**src/hdl/hcz_pkg.sv**
```systemverilog
package hcz_pkg;

  localparam int RAW_W      = 16;
  localparam int IN_DATA_W  = 2 * RAW_W;
  localparam int HUM_W      = 21;
  localparam int TEMP_W     = 12;
  localparam int ZONE_W     = 2;
  localparam int OUT_DATA_W = 40;
  localparam int OUT_USED_W = HUM_W + TEMP_W + ZONE_W + 1;
  localparam int LIMIT_W    = 7;
  localparam int LIM_EXT_W  = LIMIT_W + 2;
  localparam int H_W        = 13;
  localparam int DT_W       = 12;

  localparam int QUEUE_DEPTH = 2;

  // datapath widths
  localparam int SQ_W      = 26;
  localparam int HC_W      = 38;
  localparam int LMUL_W    = 44;
  localparam int LIN_W     = 42;
  localparam int LIN_SPLIT = 21;
  localparam int PLO_W     = 39;
  localparam int PHI_W     = 38;
  localparam int LK_W      = 60;
  localparam int FRAC_W    = 24;
  localparam int FAC_W     = 34;
  localparam int HP_W      = 46;
  localparam int CEIL_W    = HP_W - FRAC_W;

  localparam logic signed [H_W-1:0]    H_OFFSET = 13'sd24;
  localparam logic signed [TEMP_W-1:0] T_OFFSET = 12'sd50;
  localparam logic signed [DT_W-1:0]   T_REF    = 12'sd30;

  // q24 coefficients: c1n is one minus c1, c2n is minus c2
  localparam logic signed [24:0]       COEF_C1N = 25'sd10052908;
  localparam logic signed [17:0]       COEF_C2N = 18'sd65934;
  localparam logic signed [LMUL_W-1:0] COEF_C0  = 44'sd80268912;
  localparam logic signed [16:0]       COEF_K1  = 17'sd39762;
  localparam logic signed [FAC_W-1:0]  COEF_K0  = 34'sd3310145;

  localparam logic signed [HP_W-1:0]  CEIL_BIAS = HP_W'((64'd1 << FRAC_W) - 64'd1);
  localparam logic signed [HUM_W-1:0] HUM_MAX   = {1'b0, {(HUM_W-1){1'b1}}};
  localparam logic signed [HUM_W-1:0] HUM_MIN   = {1'b1, {(HUM_W-1){1'b0}}};
  localparam logic signed [LIM_EXT_W-1:0] HYST  = 9'sd1;

  localparam logic [LIMIT_W-1:0] HIGH_LIMIT_RST = 7'd85;
  localparam logic [LIMIT_W-1:0] LOW_LIMIT_RST  = 7'd5;

  typedef enum logic [ZONE_W-1:0] {
    ZONE_FAILED = 2'd0,
    ZONE_BELOW  = 2'd1,
    ZONE_WITHIN = 2'd2,
    ZONE_ABOVE  = 2'd3
  } zone_t;

  typedef enum logic {
    CFG_HIGH_LIMIT = 1'b0,
    CFG_LOW_LIMIT  = 1'b1
  } cfg_reg_t;

  typedef enum logic [2:0] {
    BK_IDLE,
    BK_LINEAR,
    BK_KMUL,
    BK_FACTOR,
    BK_DTMUL,
    BK_FINISH
  } back_state_t;

  typedef struct packed {
    logic signed [H_W-1:0]    h;
    logic signed [TEMP_W-1:0] t;
    logic                     ok;
  } hcz_item_t;

  typedef struct packed {
    logic [LIMIT_W-1:0] high;
    logic [LIMIT_W-1:0] low;
  } hcz_limits_t;

endpackage

```
**src/hdl/humidity_convert_and_zone.sv**
```systemverilog
// Humidity conversion with safe-range zoning. Each request carries a raw humidity word and a
// raw temperature word in in_tdata and the sensor-ok flag in in_tuser; the block returns the
// compensated humidity (quadratic linearisation plus temperature compensation in q24, ceiling,
// saturated), the coarse temperature, a zone (failed, below, within, above the limits, with one
// step of hysteresis) and a flag set when the zone differs from the previous result. The back
// engine works on one request at a time through its steps (square, linearise, scale, factor,
// temperature product, round and zone) and takes the next only once the result is in the output
// register, waiting in its finish step while a result is still held. A front register and a small queue take
// requests while the engine is busy or a result waits at the output. Limits are to be written on
// the cfg port only while no request is in flight; the block does not enforce this. cfg_ready is always high.
module humidity_convert_and_zone
  import hcz_pkg::*;
#(
  parameter int QUEUE_DEPTH_P = QUEUE_DEPTH
) (
  input  logic                  clk,
  input  logic                  rst_n,
  input  logic                  in_tvalid,
  output logic                  in_tready,
  input  logic [IN_DATA_W-1:0]  in_tdata,   // raw_humidity[15:0], raw_temperature[31:16]
  input  logic                  in_tuser,   // sensor_ok
  output logic                  out_tvalid,
  input  logic                  out_tready,
  output logic [OUT_DATA_W-1:0] out_tdata,  // humidity[20:0], temperature[32:21],
                                            // zone[34:33], zone_changed[35], zero[39:36]
  input  logic                  cfg_valid,
  output logic                  cfg_ready,
  input  logic                  cfg_index,
  input  logic [LIMIT_W-1:0]    cfg_data
);

  hcz_limits_t limits_r;

  logic      push_valid, push_ready;
  hcz_item_t push_item;
  logic      pop_valid, pop_ready;
  hcz_item_t pop_item;

  logic signed [HUM_W-1:0]  humidity;
  logic signed [TEMP_W-1:0] temperature;
  zone_t                    zone;
  logic                     zone_changed;

  assign cfg_ready = 1'b1;

  always_ff @(posedge clk) begin
    if (!rst_n) begin
      limits_r.high <= HIGH_LIMIT_RST;
      limits_r.low  <= LOW_LIMIT_RST;
    end else if (cfg_valid && cfg_ready) begin
      unique case (cfg_reg_t'(cfg_index))
        CFG_HIGH_LIMIT: limits_r.high <= cfg_data;
        CFG_LOW_LIMIT:  limits_r.low  <= cfg_data;
      endcase
    end
  end

  hcz_front u_front (
    .clk        (clk),
    .rst_n      (rst_n),
    .in_tvalid  (in_tvalid),
    .in_tready  (in_tready),
    .in_tdata   (in_tdata),
    .in_tuser   (in_tuser),
    .push_valid (push_valid),
    .push_ready (push_ready),
    .push_item  (push_item)
  );

  hcz_queue #(
    .DEPTH (QUEUE_DEPTH_P)
  ) u_queue (
    .clk        (clk),
    .rst_n      (rst_n),
    .push_valid (push_valid),
    .push_ready (push_ready),
    .push_item  (push_item),
    .pop_valid  (pop_valid),
    .pop_ready  (pop_ready),
    .pop_item   (pop_item)
  );

  hcz_back u_back (
    .clk             (clk),
    .rst_n           (rst_n),
    .pop_valid       (pop_valid),
    .pop_ready       (pop_ready),
    .pop_item        (pop_item),
    .limits          (limits_r),
    .out_valid       (out_tvalid),
    .out_ready       (out_tready),
    .out_humidity    (humidity),
    .out_temperature (temperature),
    .out_zone        (zone),
    .out_changed     (zone_changed)
  );

  assign out_tdata = {{(OUT_DATA_W-OUT_USED_W){1'b0}}, zone_changed, zone, temperature, humidity};

endmodule

```
**src/hdl/hcz_queue.sv**
```systemverilog
module hcz_queue
  import hcz_pkg::*;
#(
  parameter int DEPTH = QUEUE_DEPTH
) (
  input  logic      clk,
  input  logic      rst_n,
  input  logic      push_valid,
  output logic      push_ready,
  input  hcz_item_t push_item,
  output logic      pop_valid,
  input  logic      pop_ready,
  output hcz_item_t pop_item
);

  localparam int PTR_W = (DEPTH > 1) ? $clog2(DEPTH) : 1;
  localparam int CNT_W = $clog2(DEPTH + 1);

  hcz_item_t        mem [DEPTH];
  logic [PTR_W-1:0] wr_ptr_r, wr_ptr_nxt;
  logic [PTR_W-1:0] rd_ptr_r, rd_ptr_nxt;
  logic [CNT_W-1:0] count_r, count_nxt;
  logic             do_push, do_pop;

  assign push_ready = (count_r != CNT_W'(DEPTH));
  assign pop_valid  = (count_r != '0);
  assign do_push    = push_valid && push_ready;
  assign do_pop     = pop_valid && pop_ready;
  assign pop_item   = mem[rd_ptr_r];

  always_comb begin
    wr_ptr_nxt = wr_ptr_r;
    rd_ptr_nxt = rd_ptr_r;
    count_nxt  = count_r;
    if (do_push) begin
      wr_ptr_nxt = (wr_ptr_r == PTR_W'(DEPTH - 1)) ? '0 : wr_ptr_r + 1'b1;
    end
    if (do_pop) begin
      rd_ptr_nxt = (rd_ptr_r == PTR_W'(DEPTH - 1)) ? '0 : rd_ptr_r + 1'b1;
    end
    if (do_push && !do_pop) begin
      count_nxt = count_r + 1'b1;
    end else if (do_pop && !do_push) begin
      count_nxt = count_r - 1'b1;
    end
  end

  always_ff @(posedge clk) begin
    if (!rst_n) begin
      wr_ptr_r <= '0;
      rd_ptr_r <= '0;
      count_r  <= '0;
    end else begin
      wr_ptr_r <= wr_ptr_nxt;
      rd_ptr_r <= rd_ptr_nxt;
      count_r  <= count_nxt;
    end
  end

  always_ff @(posedge clk) begin
    if (do_push) begin
      mem[wr_ptr_r] <= push_item;
    end
  end

endmodule

```
**src/hdl/hcz_front.sv**
```systemverilog
module hcz_front
  import hcz_pkg::*;
(
  input  logic                 clk,
  input  logic                 rst_n,
  input  logic                 in_tvalid,
  output logic                 in_tready,
  input  logic [IN_DATA_W-1:0] in_tdata,
  input  logic                 in_tuser,
  output logic                 push_valid,
  input  logic                 push_ready,
  output hcz_item_t            push_item
);

  logic      valid_r;
  hcz_item_t item_r;
  hcz_item_t item_nxt;
  logic      accept;

  assign in_tready  = !valid_r || push_ready;
  assign accept     = in_tvalid && in_tready;
  assign push_valid = valid_r;
  assign push_item  = item_r;

  // coarse humidity and temperature from the raw words
  always_comb begin
    item_nxt.h  = $signed({1'b0, in_tdata[RAW_W-1:4]}) - H_OFFSET;
    item_nxt.t  = $signed({1'b0, in_tdata[IN_DATA_W-1:RAW_W+5]}) - T_OFFSET;
    item_nxt.ok = in_tuser;
  end

  always_ff @(posedge clk) begin
    if (!rst_n) begin
      valid_r <= 1'b0;
    end else if (accept) begin
      valid_r <= 1'b1;
    end else if (push_ready) begin
      valid_r <= 1'b0;
    end
  end

  always_ff @(posedge clk) begin
    if (accept) begin
      item_r <= item_nxt;
    end
  end

endmodule

```
**src/hdl/hcz_back.sv**
```systemverilog
module hcz_back
  import hcz_pkg::*;
(
  input  logic                     clk,
  input  logic                     rst_n,
  input  logic                     pop_valid,
  output logic                     pop_ready,
  input  hcz_item_t                pop_item,
  input  hcz_limits_t              limits,
  output logic                     out_valid,
  input  logic                     out_ready,
  output logic signed [HUM_W-1:0]  out_humidity,
  output logic signed [TEMP_W-1:0] out_temperature,
  output zone_t                    out_zone,
  output logic                     out_changed
);

  back_state_t state_r, state_nxt;

  logic signed [SQ_W-1:0]   hsq_r;
  logic signed [HC_W-1:0]   hc_r;
  logic signed [LIN_W-1:0]  lin_r;
  logic signed [PLO_W-1:0]  plo_r;
  logic signed [PHI_W-1:0]  phi_r;
  logic signed [FAC_W-1:0]  fac_r;
  logic signed [HP_W-1:0]   hp_r;
  logic signed [DT_W-1:0]   dt_r;
  logic signed [TEMP_W-1:0] t_r;
  logic                     ok_r;

  logic signed [LMUL_W-1:0]    lin_full;
  logic signed [LK_W-1:0]      lk;
  logic signed [FAC_W-1:0]     fac_nxt;
  logic signed [HP_W-1:0]      h_sum;
  logic signed [HP_W-1:0]      h_biased;
  logic signed [CEIL_W-1:0]    h_ceil;
  logic [CEIL_W-HUM_W:0]       h_top;
  logic signed [HUM_W-1:0]     hum;
  logic signed [LIM_EXT_W-1:0] hi, lo;
  logic signed [HUM_W-1:0]     hi_ext, lo_ext;
  zone_t                       zone_nxt;
  zone_t                       last_zone_r;

  logic                     out_valid_r;
  logic signed [HUM_W-1:0]  out_hum_r;
  logic signed [TEMP_W-1:0] out_temp_r;
  zone_t                    out_zone_r;
  logic                     out_changed_r;

  logic out_free, load_out, do_pop;

  assign out_free  = !out_valid_r || out_ready;
  assign pop_ready = (state_r == BK_IDLE);
  assign do_pop    = pop_valid && pop_ready;
  assign load_out  = (state_r == BK_FINISH) && out_free;

  assign out_valid       = out_valid_r;
  assign out_humidity    = out_hum_r;
  assign out_temperature = out_temp_r;
  assign out_zone        = out_zone_r;
  assign out_changed     = out_changed_r;

  always_comb begin
    state_nxt = state_r;
    unique case (state_r)
      BK_IDLE:   if (pop_valid) state_nxt = BK_LINEAR;
      BK_LINEAR: state_nxt = BK_KMUL;
      BK_KMUL:   state_nxt = BK_FACTOR;
      BK_FACTOR: state_nxt = BK_DTMUL;
      BK_DTMUL:  state_nxt = BK_FINISH;
      BK_FINISH: if (out_free) state_nxt = BK_IDLE;
      default:   state_nxt = BK_IDLE;
    endcase
  end

  // linearisation, factor, final sum, ceiling and saturation
  always_comb begin
    lin_full = $signed(hc_r) + hsq_r * COEF_C2N + COEF_C0;
    lk = ($signed({{(LK_W-PHI_W){phi_r[PHI_W-1]}}, phi_r}) <<< LIN_SPLIT)
         + $signed({{(LK_W-PLO_W){plo_r[PLO_W-1]}}, plo_r});
    fac_nxt  = $signed(lk[FRAC_W+FAC_W-1:FRAC_W]) + COEF_K0;
    h_sum    = $signed({{(HP_W-LIN_W){lin_r[LIN_W-1]}}, lin_r}) + hp_r;
    h_biased = h_sum + CEIL_BIAS;
    h_ceil   = h_biased[HP_W-1:FRAC_W];
    h_top    = h_ceil[CEIL_W-1:HUM_W-1];
    if ((&h_top) || !(|h_top)) begin
      hum = h_ceil[HUM_W-1:0];
    end else if (h_ceil[CEIL_W-1]) begin
      hum = HUM_MIN;
    end else begin
      hum = HUM_MAX;
    end
  end

  // zone with one step of hysteresis
  always_comb begin
    hi = $signed({2'b00, limits.high});
    lo = $signed({2'b00, limits.low});
    if (last_zone_r == ZONE_ABOVE || last_zone_r == ZONE_WITHIN) begin
      hi = hi + HYST;
    end
    if (last_zone_r == ZONE_WITHIN || last_zone_r == ZONE_BELOW) begin
      lo = lo - HYST;
    end
    hi_ext = {{(HUM_W-LIM_EXT_W){hi[LIM_EXT_W-1]}}, hi};
    lo_ext = {{(HUM_W-LIM_EXT_W){lo[LIM_EXT_W-1]}}, lo};
    zone_nxt = last_zone_r;
    if (!ok_r) begin
      zone_nxt = ZONE_FAILED;
    end else if (hum > hi_ext) begin
      zone_nxt = ZONE_ABOVE;
    end else if (hum < hi_ext && hum > lo_ext) begin
      zone_nxt = ZONE_WITHIN;
    end else if (hum < lo_ext) begin
      zone_nxt = ZONE_BELOW;
    end
  end

  always_ff @(posedge clk) begin
    if (!rst_n) begin
      state_r     <= BK_IDLE;
      out_valid_r <= 1'b0;
      last_zone_r <= ZONE_FAILED;
    end else begin
      state_r <= state_nxt;
      if (load_out) begin
        out_valid_r <= 1'b1;
        last_zone_r <= zone_nxt;
      end else if (out_ready) begin
        out_valid_r <= 1'b0;
      end
    end
  end

  always_ff @(posedge clk) begin
    if (do_pop) begin
      hsq_r <= pop_item.h * pop_item.h;
      hc_r  <= pop_item.h * COEF_C1N;
      t_r   <= pop_item.t;
      dt_r  <= pop_item.t - T_REF;
      ok_r  <= pop_item.ok;
    end
    if (state_r == BK_LINEAR) begin
      lin_r <= lin_full[LIN_W-1:0];
    end
    if (state_r == BK_KMUL) begin
      plo_r <= $signed({1'b0, lin_r[LIN_SPLIT-1:0]}) * COEF_K1;
      phi_r <= $signed(lin_r[LIN_W-1:LIN_SPLIT]) * COEF_K1;
    end
    if (state_r == BK_FACTOR) begin
      fac_r <= fac_nxt;
    end
    if (state_r == BK_DTMUL) begin
      hp_r <= dt_r * fac_r;
    end
    if (load_out) begin
      out_hum_r     <= hum;
      out_temp_r    <= t_r;
      out_zone_r    <= zone_nxt;
      out_changed_r <= (zone_nxt != last_zone_r);
    end
  end

endmodule

```
**config.mk**
```make
export PLATFORM = sky130hd
export DESIGN_NAME = humidity_convert_and_zone
export DESIGN_NICKNAME = d
export VERILOG_FILES = /design/src/hdl/hcz_pkg.sv /design/src/hdl/humidity_convert_and_zone.sv /design/src/hdl/hcz_queue.sv /design/src/hdl/hcz_front.sv /design/src/hdl/hcz_back.sv
export SDC_FILE = /design/constraint.sdc
export NUM_CORES = 2
export LEC_CHECK = 0
export BUFFER_PORTS_ARGS = -buffer_cell sky130_fd_sc_hd__buf_2
export CELL_PAD_IN_SITES_DETAIL_PLACEMENT = 0
export CELL_PAD_IN_SITES_GLOBAL_PLACEMENT = 1
export CORE_MARGIN = 10
export CORE_UTILIZATION = 53
export CTS_BUF_LIST = sky130_fd_sc_hd__clkbuf_16
export DETAILED_ROUTE_END_ITERATION = 12
export GPL_TIMING_DRIVEN = 1
export PLACE_DENSITY = 0.93
export RECOVER_POWER = 50
export SYNTH_ARGS = -nofsm -noshare
export SYNTH_HDL_FRONTEND = slang
export SYNTH_SLANG_ARGS = --single-unit
```
**constraint.sdc**
```tcl
create_clock -name clk -period 11 [get_ports clk]
set_input_delay 2.75 -clock clk [delete_from_list [all_inputs] [get_ports clk]]
set_output_delay 2.75 -clock clk [all_outputs]
set_load 0.005 [all_outputs]
```
==> impl_results.md <==
* H-tree levels at 2
* Combinational family with the most area after synthesis: adder cells
* Length in cells of the worst reg-to-reg path at 29
* Die height at 359 um
* Worst Path Max Fanout at 15
* Num CTS Buffers at 46
* Final Instance Area at 64300 um^2
* Final count of pins violating max slew at 328
* Gates resized, CTS repair at 0
* All-layer global routing usage at 21.6%
* Pre-antenna DRT Iters at 6
* Fin. Hold Viols at 0
* Most used DFF post-synth: sky130_fd_sc_hd__edfxtp_1
* Worst slew slack as a fraction of its limit at -144%
* Tightest Pin Transition at 3660 ps
* Sequential area share after synthesis at 19.1%
* Starting DRC count in detailed routing at 2571
* CTS Sinks at 395
* Worst Hold End: u_back.out_temperature[2]$_DFFE_PP_
* Hold path cells at 0
* Count of cell instances traversed by the critical path at 29
* Clock Pin Slew Worst Setup and Hold Paths at 60 ps
* CTS root buffer: sky130_fd_sc_hd__clkbuf_16
* Via count of the first global-routing pass at 43827
* Buffer depth of the longest clock path at 3
* Data required time at the worst endpoint at 11320 ps
* Number of hold buffers added after cts at 0
* Violations in the final reports: max-capacitance violations, max-slew violations
* Routability congestion estimate from global placement at 0.953
* DIE WIDTH at 359 um
* Latest clock arrival within the worst-skew pair at 610 ps
* Count of final setup violators at 0
* Cell accounting for the most synthesized area: sky130_fd_sc_hd__fa_1
* Fill cell count at 9608
* Hpwl dp at 114000 um
* Share of final-layout standard cells stronger than drive strength 1 at 3.54%
* Hold_sp: u_back.t_r[2]$_DFFE_PP_
* Area fraction in compound gates after synthesis at 8.12%
* Most frequently used cell type in the post-synthesis netlist: sky130_fd_sc_hd__inv_1
* Largest cells by area after synthesis: sky130_fd_sc_hd__fa_1 29%, sky130_fd_sc_hd__ha_1 20%, sky130_fd_sc_hd__edfxtp_1 18%, sky130_fd_sc_hd__inv_1 8.6%, sky130_fd_sc_hd__xnor2_1 3.3%
* Clock tree from TritonCTS: yes
* Ratio of routed vias to standard cells at 5.39
* Most frequent cell on the critical path: sky130_fd_sc_hd__ha_1
* Final net count at 7969
* Routed wire per std cell at 17.6 um
* Number of I/O pins at 89
* IO buf count at 74
* Max Cap Violations at 8
* Status: complete, but fails checks
* F_max at 112 MHz
* Multiplexer fraction of the synthesized cell area at 0.637%
* Top Family by Delay on Critical Path: adder cells
* Maximum number of pins on one net before global-route repair at 61
* ANT nets after route at 0
* Worst-path cell with the longest stage delay: sky130_fd_sc_hd__clkbuf_1
* Synth unique cells at 89
* Final-layout setup total negative slack at 0 ps
* Longest individual stage delay on the worst path at 990 ps
* Starting density of the core at 53.3%
* Standard-cell rows at 124
* RSZ-0062 raised after global routing: false
* Seq cells post-synth at 395
* Time the final worst path needs with I/O delays and setup at 8950 ps
* Final routed wirelength across all metal layers at 135000 um
* Capturing element type of the critical path: register
* Number of remaining DRC errors at 0
* Global-route wire length before repair at 225000 um
* Worst Setup Start Kind: register
* Share of the clock period used by the worst path at 81.4%
* Die footprint at 129000 um^2
* Largest clock skew in the final design at 23.8 ps
* Register-to-Register Setup Slack at 2050 ps
* Hold Crit Class: reg2reg
* Hold_ws at 423 ps
* R2r endpoint: u_back.hsq_r[25]$_DFFE_PP_
* Arrival time of data at the critical path endpoint at 9280 ps
* Number of enable-type register cells in the synthesized netlist at 369
* Share of synthesized cell area in full adder, half adder and majority cells at 48.7%
* Total core area at 114000 um^2
* Antenna fix cells at 0
* Buffering stage count on the worst path with inverters included at 6
* Post-synthesis share of cell area spent on xor and xnor gates at 4.86%
* Total standard cell area after synthesis at 60700 um^2
* Number of cells produced by synthesis at 6039
* Yosys warning total at 0
* Placed cell area at 62900 um^2
* List of most frequent post-synthesis cells: 1385 x sky130_fd_sc_hd__inv_1, 961 x sky130_fd_sc_hd__ha_1, 873 x sky130_fd_sc_hd__fa_1
* Via count of the routed design at 41139
* Synthesized area per cell at 10.1 um^2
* Share of synthesized flip-flops with an asynchronous set or reset at 0%
* Post-synth top area share at 28.8%
* Antenna violations before repair at 5
* Worst setup path category: reg2reg
* Count of buffers added by post-CTS timing repair for setup at 0
* Congestion Overflow GR at 0
* Area Growth Syn to Fin at 5.92%
* Fraction of the mapped netlist area in simple logic gates at 9.25%
-- worst max-delay path by stage --
stage | endpoint | slack (ps)
after floorplan | u_back.hc_r[37]$_DFFE_PP_ | 2930
after global placement | u_back.lin_r[41]$_DFFE_PP_ | 2660
after detailed placement | u_back.lin_r[41]$_DFFE_PP_ | 2540
after CTS | u_back.lin_r[41]$_DFFE_PP_ | 2460
after global routing | u_back.hsq_r[25]$_DFFE_PP_ | 1460
final | u_back.hsq_r[25]$_DFFE_PP_ | 2050
-- sequential cells by signal, indices dropped and copies added, names as in the netlist, 2 cells and up, named ones only --
register                count
u_back.last_zone_r          2
u_queue.count_r             2
u_back.hp_r                46
u_back.out_temperature     12
u_back.state_r              3
u_back.out_humidity        21
u_back.lin_r               40
u_back.plo_r               15
u_queue.mem                52
u_back.hc_r                35
u_back.dt_r                11
u_back.hsq_r               25
u_back.out_zone             2
u_front.push_item          26
u_back.t_r                 12
limits_r                   14
u_back.fac_r               34
u_back.phi_r               36
-- logic make-up after synthesis --
kind of cell,Yosys count
AND/OR/NAND/NOR,1175
flip-flops,395
buffers and inverters,1498
multiplexers,37
XOR/XNOR,335
other,2
AO/OA/AOI/OAI,754
adder cells (fa/ha/maj),1843
-- area by class of cell --
class	instances	area (um^2)	share of cell area [%]
flip-flops and latches	395	11600	18.0
clock buffers	47	1180	1.83
clock inverters	38	379	0.589
repair buffers	110	597	0.928
multi-input cells	4149	43500	67.6
well taps	1512	1890	2.94
inverters	1387	5210	8.09
-- routing by layer --
layer	track usage [%]	share of wire (%)	up-vias
met1	29.6	44	20335
met2	36.5	48	1049
met4	5.95	3.0	0
li1	-	-	19542
met5	0	0	-
met3	1.95	4.9	213
-- per-stage QoR --
| step | setup slack, ps | instances | utilization, % |
|---|---|---|---|
| final | 2050 | 7638 | 56.4 |
| after global placement | 2660 | 7553 | 55.1 |
| after detailed placement | 2540 | 7553 | 55.1 |
| after floorplan | 2930 | 6042 | - |
| after global routing | 1460 | 7638 | 56.4 |
| after CTS | 2460 | 7638 | 56.5 |
-- cell usage in the layout, fill, tap and decap left out, types with 25 or more instances in the layout --
| master | synthesis | final |
|---|---|---|
| sky130_fd_sc_hd__a211oi_1 | 30 | 30 |
| sky130_fd_sc_hd__a21o_1 | 115 | 115 |
| sky130_fd_sc_hd__a21oi_1 | 226 | 228 |
| sky130_fd_sc_hd__a31oi_1 | 28 | 29 |
| sky130_fd_sc_hd__and2_1 | 134 | 130 |
| sky130_fd_sc_hd__and3_1 | 26 | 26 |
| sky130_fd_sc_hd__buf_2 | 2 | 72 |
| sky130_fd_sc_hd__buf_4 | 7 | 25 |
| sky130_fd_sc_hd__clkbuf_16 | 0 | 47 |
| sky130_fd_sc_hd__dfxtp_1 | 26 | 26 |
| sky130_fd_sc_hd__edfxtp_1 | 369 | 369 |
| sky130_fd_sc_hd__fa_1 | 873 | 873 |
| sky130_fd_sc_hd__ha_1 | 961 | 961 |
| sky130_fd_sc_hd__inv_1 | 1385 | 1389 |
| sky130_fd_sc_hd__nand2_1 | 445 | 445 |
| sky130_fd_sc_hd__nand2b_1 | 62 | 62 |
| sky130_fd_sc_hd__nand3_1 | 62 | 62 |
| sky130_fd_sc_hd__nand4_1 | 38 | 38 |
| sky130_fd_sc_hd__nor2_1 | 230 | 228 |
| sky130_fd_sc_hd__nor2b_1 | 37 | 37 |
| sky130_fd_sc_hd__nor3_1 | 59 | 59 |
| sky130_fd_sc_hd__o21a_1 | 46 | 46 |
| sky130_fd_sc_hd__o21ai_0 | 120 | 121 |
| sky130_fd_sc_hd__o21bai_1 | 41 | 41 |
| sky130_fd_sc_hd__xnor2_1 | 226 | 226 |
| sky130_fd_sc_hd__xor2_1 | 107 | 107 |
Power is left out: the tool's default activity adds up to more than one toggle a clock period on the data nets, which glitch-free logic cannot reach.
